`config.mk`:
```
export PLATFORM = sky130hd
export DESIGN_NAME = sal_front
export DESIGN_NICKNAME = d
export VERILOG_FILES = /design/src/rtl/core/sal_pkg.sv /design/src/rtl/core/sal_front.sv
export SDC_FILE = /design/constraint.sdc
export NUM_CORES = 1
export LEC_CHECK = 0
export BUFFER_PORTS_ARGS = -buffer_cell sky130_fd_sc_hd__buf_4
export CORE_AREA = 3 3 78 80
export CTS_BUF_LIST = sky130_fd_sc_hd__clkbuf_8 sky130_fd_sc_hd__clkbuf_16
export DETAILED_ROUTE_END_ITERATION = 12
export DIE_AREA = 0 0 81 83
export PLACE_DENSITY = 0.63
export REMOVE_ABC_BUFFERS = 1
export SYNTH_ARGS = -nofsm -noshare
export SYNTH_HDL_FRONTEND = slang
export SYNTH_SLANG_ARGS = --single-unit
export TNS_END_PERCENT = 20
```
`constraint.sdc`:
```
create_clock -name clk -period 2.4 [get_ports clk]
set_input_delay 0.48 -clock clk [delete_from_list [all_inputs] [get_ports clk]]
set_output_delay 0.48 -clock clk [all_outputs]
set_load 0.02 [all_outputs]
```
`src/rtl/core/sal_pkg.sv`:
```
// Shared types, sizes and helpers for the set-associative LRU lookup.
// Used by every module of the block but sal_ram; depends on nothing.
`timescale 1ns / 1ps
`default_nettype none

package sal_pkg;

	localparam int NUM_SETS = 64;
	localparam int NUM_WAYS = 4;
	localparam int TAG_BITS = 20;

	localparam int SET_W  = (NUM_SETS > 1) ? $clog2(NUM_SETS) : 1;
	localparam int RANK_W = (NUM_WAYS > 1) ? $clog2(NUM_WAYS) : 1;

	localparam int SET_IN_W = 6;
	localparam int TAG_IN_W = 20;
	localparam int SET_IN_N = 1 << SET_IN_W;

	typedef logic [SET_W-1:0]    set_t;
	typedef logic [TAG_BITS-1:0] tag_t;
	typedef logic [RANK_W-1:0]   rank_t;

	typedef enum logic [1:0] {
		KIND_HIT      = 2'd0,
		KIND_COLD     = 2'd1,
		KIND_CONFLICT = 2'd2
	} kind_t;

	typedef struct packed {
		set_t set;
		tag_t tag;
	} req_t;

	typedef struct packed {
		logic valid;
		req_t req;
	} fq_head_t;

	typedef struct packed {
		rank_t way;
		kind_t kind;
	} res_t;

	// Wrap an input set index onto the sets present, as a small table.
	function automatic set_t wrap_set(input logic [SET_IN_W-1:0] v);
		set_t r;
		r = '0;
		for (int i = 0; i < SET_IN_N; i++) begin
			if (v == SET_IN_W'(i)) begin
				r = SET_W'(i % NUM_SETS);
			end
		end
		return r;
	endfunction

	// Keep the low tag bits that are stored and compared.
	function automatic tag_t fit_tag(input logic [TAG_IN_W-1:0] v);
		return TAG_BITS'(v);
	endfunction

endpackage

`default_nettype wire

```
`src/rtl/core/sal_front.sv`:
```
// Front end: takes input beats, wraps set and tag, holds them in a two-entry queue.
// Depends on sal_pkg.
`timescale 1ns / 1ps
`default_nettype none

module sal_front (
	input  wire logic              clk,
	input  wire logic              arst_n,
	input  wire logic              push,
	output logic                   full,
	input  wire logic [5:0]        set_index,
	input  wire logic [19:0]       tag,
	output sal_pkg::fq_head_t      head,
	input  wire logic              take
);
	sal_pkg::req_t ent_q [2];
	logic          wr_ptr_q;
	logic          rd_ptr_q;
	logic [1:0]    cnt_q;
	logic          do_push;
	logic          do_pop;

	assign full    = (cnt_q == 2'd2);
	assign do_push = push && !full;
	assign do_pop  = take && (cnt_q != 2'd0);

	assign head.valid = (cnt_q != 2'd0);
	assign head.req   = ent_q[rd_ptr_q];

	// Hold wrapped requests
	always_ff @(posedge clk) begin
		if (do_push) begin
			ent_q[wr_ptr_q].set <= sal_pkg::wrap_set(set_index);
			ent_q[wr_ptr_q].tag <= sal_pkg::fit_tag(tag);
		end
	end

	// Advance pointers and count
	always_ff @(posedge clk or negedge arst_n) begin
		if (!arst_n) begin
			wr_ptr_q <= 1'b0;
			rd_ptr_q <= 1'b0;
			cnt_q    <= 2'd0;
		end else begin
			if (do_push) begin
				wr_ptr_q <= !wr_ptr_q;
			end
			if (do_pop) begin
				rd_ptr_q <= !rd_ptr_q;
			end
			cnt_q <= cnt_q + {1'b0, do_push} - {1'b0, do_pop};
		end
	end
endmodule

`default_nettype wire

```
==> results.cfg, run 1 <==
[logic_synthesis]
ys_ff_latch = 56
synth_compound_area_frac = 0
synth_warnings = 0
synthMuxAreaShare = 0.167
syn_inst = 105
synth_fa_ha_area_frac = 0.0115
synth_area_per_cell_um2 = 20.8
ys_seq_area_frac = 0.761
synth_xor_area_frac = 0.0160
synth_cell_types = 16
syn_area_um2 = 2180
synthSimpleGateAreaFrac = 0.0160
synth_top_family_by_area = multiplexers

[routing]
route.detailed.wl_per_inst_um = 14.1
drcViolationCount = 0
antenna_left = 0
drt_iter0_drc = 47
vias = 1073
routed_wl_um = 3390
dr.pass1.iters = 4
viasPerCell = 4.47

[cts]
clkSlewWorstSetupHoldPaths_ps = 100
clock_latency_ps = 300
htree_num_levels = 2
cts-buffers-inserted = 5
cts.sinks = 56
root_buffer = clkbuf_8
tritoncts = yes
clockBufferDepth = 2
cts_resized = 0

[setup_path]
end_kind = primary output
worstPathMaxFanout = 17
path_class = flip-flop to primary output
crit_required_ps = 1920
critPathArrivalTime_ps = 1500
cp-start-kind = flip-flop

[timing]
worst_pin_slew_ps = 312
setup-tns-final_ps = 0
final_max_slew_viol_count = 0
skew_ps = 5.04
finalSetupViolCount = 0
max_freq_mhz = 505
timing.final.hold_violations = 0
finalCritPeriodShare = 0.825
hold_ws_ps = 357
relSlewSlack = 0.792
period_needed_ps = 1980
rsz0062_at_grt = false

[status]
status = completed

[grt]
grt_max_degree = 19
grt.overflow.total = 0
grt_first_pass_wirelength_um = 5370
grt_use_total = 0.106
grt_pass1_vias = 1134
antenna_found_initial = 0

[die]
start_util = 0.399
ios = 58
core_um2 = 5470
die_w_um = 81
die-area_um2 = 6720
rows = 27
fp.dieH_um = 83

[final_layout]
antennaDiodeCount = 0
synthToLayoutAreaGrowth_pct = 28.0
drive_gt1_frac = 0.548
nets = 199
filler_cell_count = 475
layout_common_cells = 63 x buf_4, 52 x edfxtp_1, 19 x mux2_4
final_common_cell = buf_4

[place]
dp_hpwl_um = 2530
gp_congestion = 0.603
portBuffers = 57

[run]
maxCapViolCount = 0

[power]
peakVddDrop_mv = 0.608
power_density_nw_per_um2 = 1180
leakage_nw = 1.12

[min_path]
hold_class = input port to flip-flop
-- cell families (layout without fill, tap and decap cells) --
| kind of cell | after synthesis | count (layout) |
|---|---|---|
| and+or+nand+nor | 6 | 6 |
| adders and majority gates | 2 | 2 |
| muxes | 26 | 26 |
| DFF | 56 | 56 |
| buffers and inverters | 11 | 74 |
| xor gates and xnor gates | 4 | 4 |
-- worst max-delay path: stages (launching register included) --
cell     delay (ps)
dfrtp_1         350
buf_4           310
mux2_1          370
buf_4           160
-- worst paths after layout --
kind                            slack [ps]  startpoint  cells after the start           end
worst min register to register         510    cnt_q[1]                      1      cnt_q[1]
min in group asynchronous              510      arst_n                      2      cnt_q[1]
worst max-delay path                   420    rd_ptr_q                      3       head[0]
max in group asynchronous             1790      arst_n                      2      cnt_q[0]
worst max register to register         670    cnt_q[1]                      7      cnt_q[1]
worst min-delay path                   360     tag[12]                      1  ent_q[0][12]
-- cell type report --
cell class / instances / area [um2] / share of cell area
Sequential cell: 56 / 1660 / 0.594
Timing Repair Buffer: 64 / 483 / 0.173
Multi-Input combinational cell: 38 / 462 / 0.165
Tap cell: 72 / 90.1 / 0.0322
Clock buffer: 5 / 68.8 / 0.0246
Clock inverter: 3 / 23.8 / 0.00850
Inverter: 2 / 7.51 / 0.00268
-- power breakdown --
group	switching, mW	total [mW]	internal (mW)
Combinational	0.710	1.39	0.683
Clock	0.286	0.492	0.207
Sequential	0.0670	1.41	1.34
Total	1.06	3.29	2.23
-- metrics by stage --
step | utilization | instances | cell area, um2 | power, mW | setup slack (ps)
CTS | 0.511 | 240 | 2800 | 3.36 | 400
finish | 0.511 | 240 | 2800 | 3.29 | 420
global placement | 0.492 | 231 | 2690 | 2.81 | 772
global route | 0.511 | 240 | 2800 | 3.48 | 354
detailed placement | 0.492 | 231 | 2690 | 2.86 | 677
floorplan | - | 96 | 2130 | 2.31 | 295
-- Yosys cell counts --
master    count  area, um2
edfxtp_1     52       1560
mux2_4       19        285
mux2_1        7       78.8
clkbuf_1      6       22.5
dfrtp_1       4        100
buf_6         3       33.8
xnor2_1       3       26.3
ha_1          2       25.0
inv_1         2       7.51
and2_4        1       8.76
and3_1        1       6.26
nand2_1       1       3.75
nand2b_1      1       6.26
nor2_1        1       3.75
or2_1         1       6.26
xor2_1        1       8.76
-- metal layers --
| layer | track usage | up-vias | wire (um) |
|---|---|---|---|
| met1 | 0.125 | 527 | 1340 |
| met4 | 0.0323 | 0 | 13 |
| met2 | 0.182 | 35 | 1830 |
| li1 | - | 509 | - |
| met3 | 0.0325 | 2 | 205 |
| met5 | 0 | - | 0 |
-- sequential cells by signal (all words and copies together) (netlist names) --
register  flops
cnt_q         2
ent_q        52
rd_ptr_q      1
wr_ptr_q      1
-- repair_timing --
item                                    4_1_cts  5_1_grt
buffers inserted                              0        0
endpoints found under the hold margin         4        0
hold buffers                                  1        0
endpoints found under the setup margin        0        0
Note: power is estimated with default switching activity, not from simulation.
==> run 2: changes to the inputs <==
Settings changed: PLACE_DENSITY 0.63 to 0.65.
Clock period 2.4 ns to 1.8 ns, I/O delays scaled along.
==> run 2 against run 1 <==
Sequential power is 35% higher; clock skew is 4.6 ps higher; worst setup slack worse by 370 ps; critical endpoint is now head[23]; hold slack worse by 120 ps; sequential share of layout area is 1.6 points lower; count of clock-buffer cells in the layout stayed put; design area is 2.9% higher; largest cell class unchanged; cell count is 0.42% lower; critical path type unchanged; global-route usage is 0.19 points higher.
==> results.cfg, run 2 (same netlist as run 1, synthesis figures left out) <==
[cts]
cts-buffers-inserted = 5
htree_num_levels = 2
cts.sinks = 56
tritoncts = yes
clock_latency_ps = 300
root_buffer = clkbuf_8
post_cts_buffers = 0
clkSlewWorstSetupHoldPaths_ps = 100
clockBufferDepth = 2

[timing]
worst_pin_slew_ps = 229
skew_ps = 9.68
timing.final.hold_violations = 0
hold_ws_ps = 236
rsz0062_at_grt = true
finalSetupViolCount = 0
final_max_slew_viol_count = 0
layout_setup_ws_ps = 51.0
relSlewSlack = 0.847
period_needed_ps = 1750
max_freq_mhz = 572
setup-tns-final_ps = 0
finalCritPeriodShare = 0.972

[setup_path]
rr_worst_depth = 7
worstPathMaxFanout = 17
crit_required_ps = 1440
cp-start-kind = flip-flop
path_class = flip-flop to primary output
critPathArrivalTime_ps = 1390
end_kind = primary output

[routing]
antenna_left = 0
viasPerCell = 4.55
drcViolationCount = 0
route.detailed.wl_per_inst_um = 14.9
vias = 1087
dr.pass1.iters = 4
routed_wl_um = 3560
drt_iter0_drc = 29

[die]
core_um2 = 5470
start_util = 0.399
ios = 58
die-area_um2 = 6720
die_w_um = 81
rows = 27
fp.dieH_um = 83

[place]
portBuffers = 57
dpl-instance-area_um2 = 2720
gp_congestion = 0.615
dp.cells = 230
post-place-ws_ps = 80.3
dp_hpwl_um = 2560

[final_layout]
nets = 198
filler_cell_count = 461
top_register = ent_q
final_area_um2 = 2880
area.sequential_um2 = 1660
multi_input_area_um2 = 492
reg_top3 = ent_q: 52 flops, cnt_q: 2 flops
largest_reg_flops = 52
utilization = 0.526
final_cells = 239
drive_gt1_frac = 0.593
layout_common_cells = 59 x buf_4, 52 x edfxtp_1, 25 x mux2_4
synthToLayoutAreaGrowth_pct = 31.7
antennaDiodeCount = 0
final_common_cell = buf_4

[grt]
grt_pass1_vias = 1166
antenna_found_initial = 0
grt_use_total = 0.108
grt_first_pass_wirelength_um = 5380
grt.overflow.total = 0
grt_max_degree = 27

[power]
power.total_mw = 4.71
peakVddDrop_mv = 0.954
leakage_nw = 1.17
power_density_nw_per_um2 = 1640

[run]
maxCapViolCount = 0

[min_path]
hold_class = input port to flip-flop
min_path_cells = 1

[status]
status = completed
run 2: changes by cell type in the layout (fill, tap and decap cells not counted), sizes merged:
| cell | delta |
|---|---|
| buf | -1 |
| bufinv | +1 |
| clkinvlp | -1 |
run 2: per-layer routing:
layer	GRT usage	vias up	routed length (um)
met4	0.0553	0	74
met5	0	-	0
met1	0.112	539	1290
met2	0.194	35	2010
met3	0.0271	6	176
li1	-	507	-
run 2: path summary, 6_finish.rpt:
check                          endpoint    startpoint  slack, ps
setup / recovery               head[23]      rd_ptr_q         50
min in group asynchronous      cnt_q[0]        arst_n        370
hold / removal             ent_q[0][20]  set_index[0]        240
max in group asynchronous      rd_ptr_q        arst_n       1310
setup reg to reg               cnt_q[1]      cnt_q[1]         70
hold reg to reg                cnt_q[1]      cnt_q[1]        510
run 2: final cells by class:
class / instances / area share
Clock inverter: 3 / 0.0148
Inverter: 2 / 0.00261
Clock buffer: 5 / 0.0239
Multi-Input combinational cell: 38 / 0.171
Sequential cell: 56 / 0.578
Tap cell: 72 / 0.0313
Timing Repair Buffer: 63 / 0.178
run 2: where the power goes:
part / switching, mW / total (mW) / leakage (nW) / internal, mW
Sequential: 0.108 / 1.90 / 0.529 / 1.79
Combinational: 0.974 / 2.02 / 0.587 / 1.05
Clock: 0.382 / 0.793 / 0.0541 / 0.412
run 2: timing repair:
item | 4_1_cts | 5_1_grt
hold buffers | 1 | 0
gates resized for setup | 2 | 6
endpoints found under the hold margin | 4 | 0
endpoints found under the setup margin | 6 | 18
run 2: critical path, stage by stage (launching register included):
cell and delay [ps]:
dfrtp_2 450, buf_12 170, mux2_4 310, buf_4 160
==> run 3: changes to the inputs <==
Settings changed: REMOVE_ABC_BUFFERS 1 to unset.
==> run 3 against run 2 <==
Clock power about the same; first-iteration DRC count unchanged; via count up 1.3%; register-to-register slack about the same; sequential cell count unchanged; non-clock buffer count grew 5; sequential power about the same; maximum frequency is 0.88% lower; critical endpoint is now head[16]; largest power group unchanged.
==> results.cfg, run 3 (same netlist as run 1, synthesis figures left out) <==
[status]
status = completed

[final_layout]
synthToLayoutAreaGrowth_pct = 36.7
largest_reg_flops = 52
top_register = ent_q
drive_gt1_frac = 0.610
antennaDiodeCount = 0
layout_common_cells = 52 x edfxtp_1, 46 x buf_4, 26 x mux2_4
utilization = 0.546
nets = 203
final_common_cell = edfxtp_1
reg_top3 = ent_q: 52 flops, cnt_q: 2 flops

[min_path]
worstHoldEndpoint = ent_q[0][21]
min_path_cells = 1
holdCritStartpoint = set_index[1]
hold_class = input port to flip-flop

[die]
ios = 58
rows = 27
fp.dieH_um = 83
die-area_um2 = 6720
die_w_um = 81
start_util = 0.399
core_um2 = 5470

[cts]
root_buffer = clkbuf_8
tritoncts = yes
cts.sinks = 56
cts-buffers-inserted = 5
clkSlewWorstSetupHoldPaths_ps = 90
htree_num_levels = 2
clockBufferDepth = 2
clock_latency_ps = 300

[grt]
grt_use_total = 0.119
grt_use_met2 = 0.212
met1_usage = 0.135
grt_pass1_vias = 1245
grt_first_pass_wirelength_um = 6040
busiest_layer = met2
antenna_found_initial = 0
gr-usage-met3 = 0.0412
grt.overflow.total = 0
grt_max_degree = 20

[place]
post-place-ws_ps = 54.7
portBuffers = 57
gp_congestion = 0.689

[timing]
finalSetupViolCount = 0
skew_ps = 3.45
timing.final.hold_violations = 0
relSlewSlack = 0.825
layout_setup_ws_ps = 35.5
hold_ws_ps = 241
setup-tns-final_ps = 0
final_max_slew_viol_count = 0
worst_pin_slew_ps = 263
finalCritPeriodShare = 0.980
period_needed_ps = 1760
rsz0062_at_grt = true
max_freq_mhz = 567

[setup_path]
cp-start-kind = flip-flop
path_class = flip-flop to primary output
crit_required_ps = 1440
rr_worst_depth = 7
reg2reg_slack_ps = 80
end_kind = primary output
r2r-end = cnt_q[1]
worstPathMaxFanout = 4
reg2reg_from = cnt_q[0]
critPathArrivalTime_ps = 1400

[logic_synthesis]
syn_nets = 137

[routing]
route.detailed.wl_per_inst_um = 15.3
drt_iter0_drc = 29
dr.pass1.iters = 4
routed_wl_um = 3750
viasPerCell = 4.51
vias = 1101
antenna_left = 0
drcViolationCount = 0

[power]
power_density_nw_per_um2 = 1650
leakage_nw = 1.22
power.total_mw = 4.94
peakVddDrop_mv = 0.920

[run]
maxCapViolCount = 0
==> run 3: cell types whose count changed in the layout (fill, tap and decap cells not counted), sizes merged <==
cell / before / now
clkbuf: 5 / 6
buf: 62 / 66
==> run 3: timing repair <==
action                     in CTS  in global routing
hold buffers                    1                  0
pin swaps                       0                  4
hold endpoints to repair        4                  0
gates resized for setup         8                 22
buffers inserted                0                  2
setup endpoints to repair       7                 27
cloned                          1                  0
==> run 3: worst max path at each step <==
| stage | start | to |
|---|---|---|
| finish | rd_ptr_q | head[16] |
| CTS | rd_ptr_q | head[25] |
| detailed placement | cnt_q[1] | cnt_q[1] |
| global placement | cnt_q[1] | cnt_q[1] |
| global route | rd_ptr_q | head[21] |
| floorplan | cnt_q[1] | cnt_q[1] |
==> run 3: stage by stage <==
step	std cells	area, um2
final	244	2990
after global routing	244	2990
after CTS	242	2890
after detailed placement	232	2710
after floorplan	105	2190
after global placement	232	2710
==> run 3: final cells by class <==
class / count / area (um2)
Inverter: 2 / 7.51
Clock buffer: 5 / 68.8
Clock inverter: 3 / 42.5
Timing Repair Buffer: 68 / 614
Multi-Input combinational cell: 38 / 500
Sequential cell: 56 / 1660
Tap cell: 72 / 90.1
Fill cell: 456 / 2490
==> run 3: routing by layer <==
metal,wire length (um),share of wire,vias up
li1,-,-,517
met1,1430,0.38,537
met2,2000,0.53,44
met3,296,0.079,3
met4,16,0.0043,0
met5,0,0,-
==> run 3: critical path, cell delays in order, from the launching register on <==
cell and delay (ps):
dfrtp_2 470, buf_4 180, mux2_4 290, buf_4 160
==> run 3: report_power, final <==
group	switching (mW)	total, mW	internal, mW
logic	1.03	2.24	1.22
clock network	0.381	0.792	0.412
registers	0.113	1.90	1.79
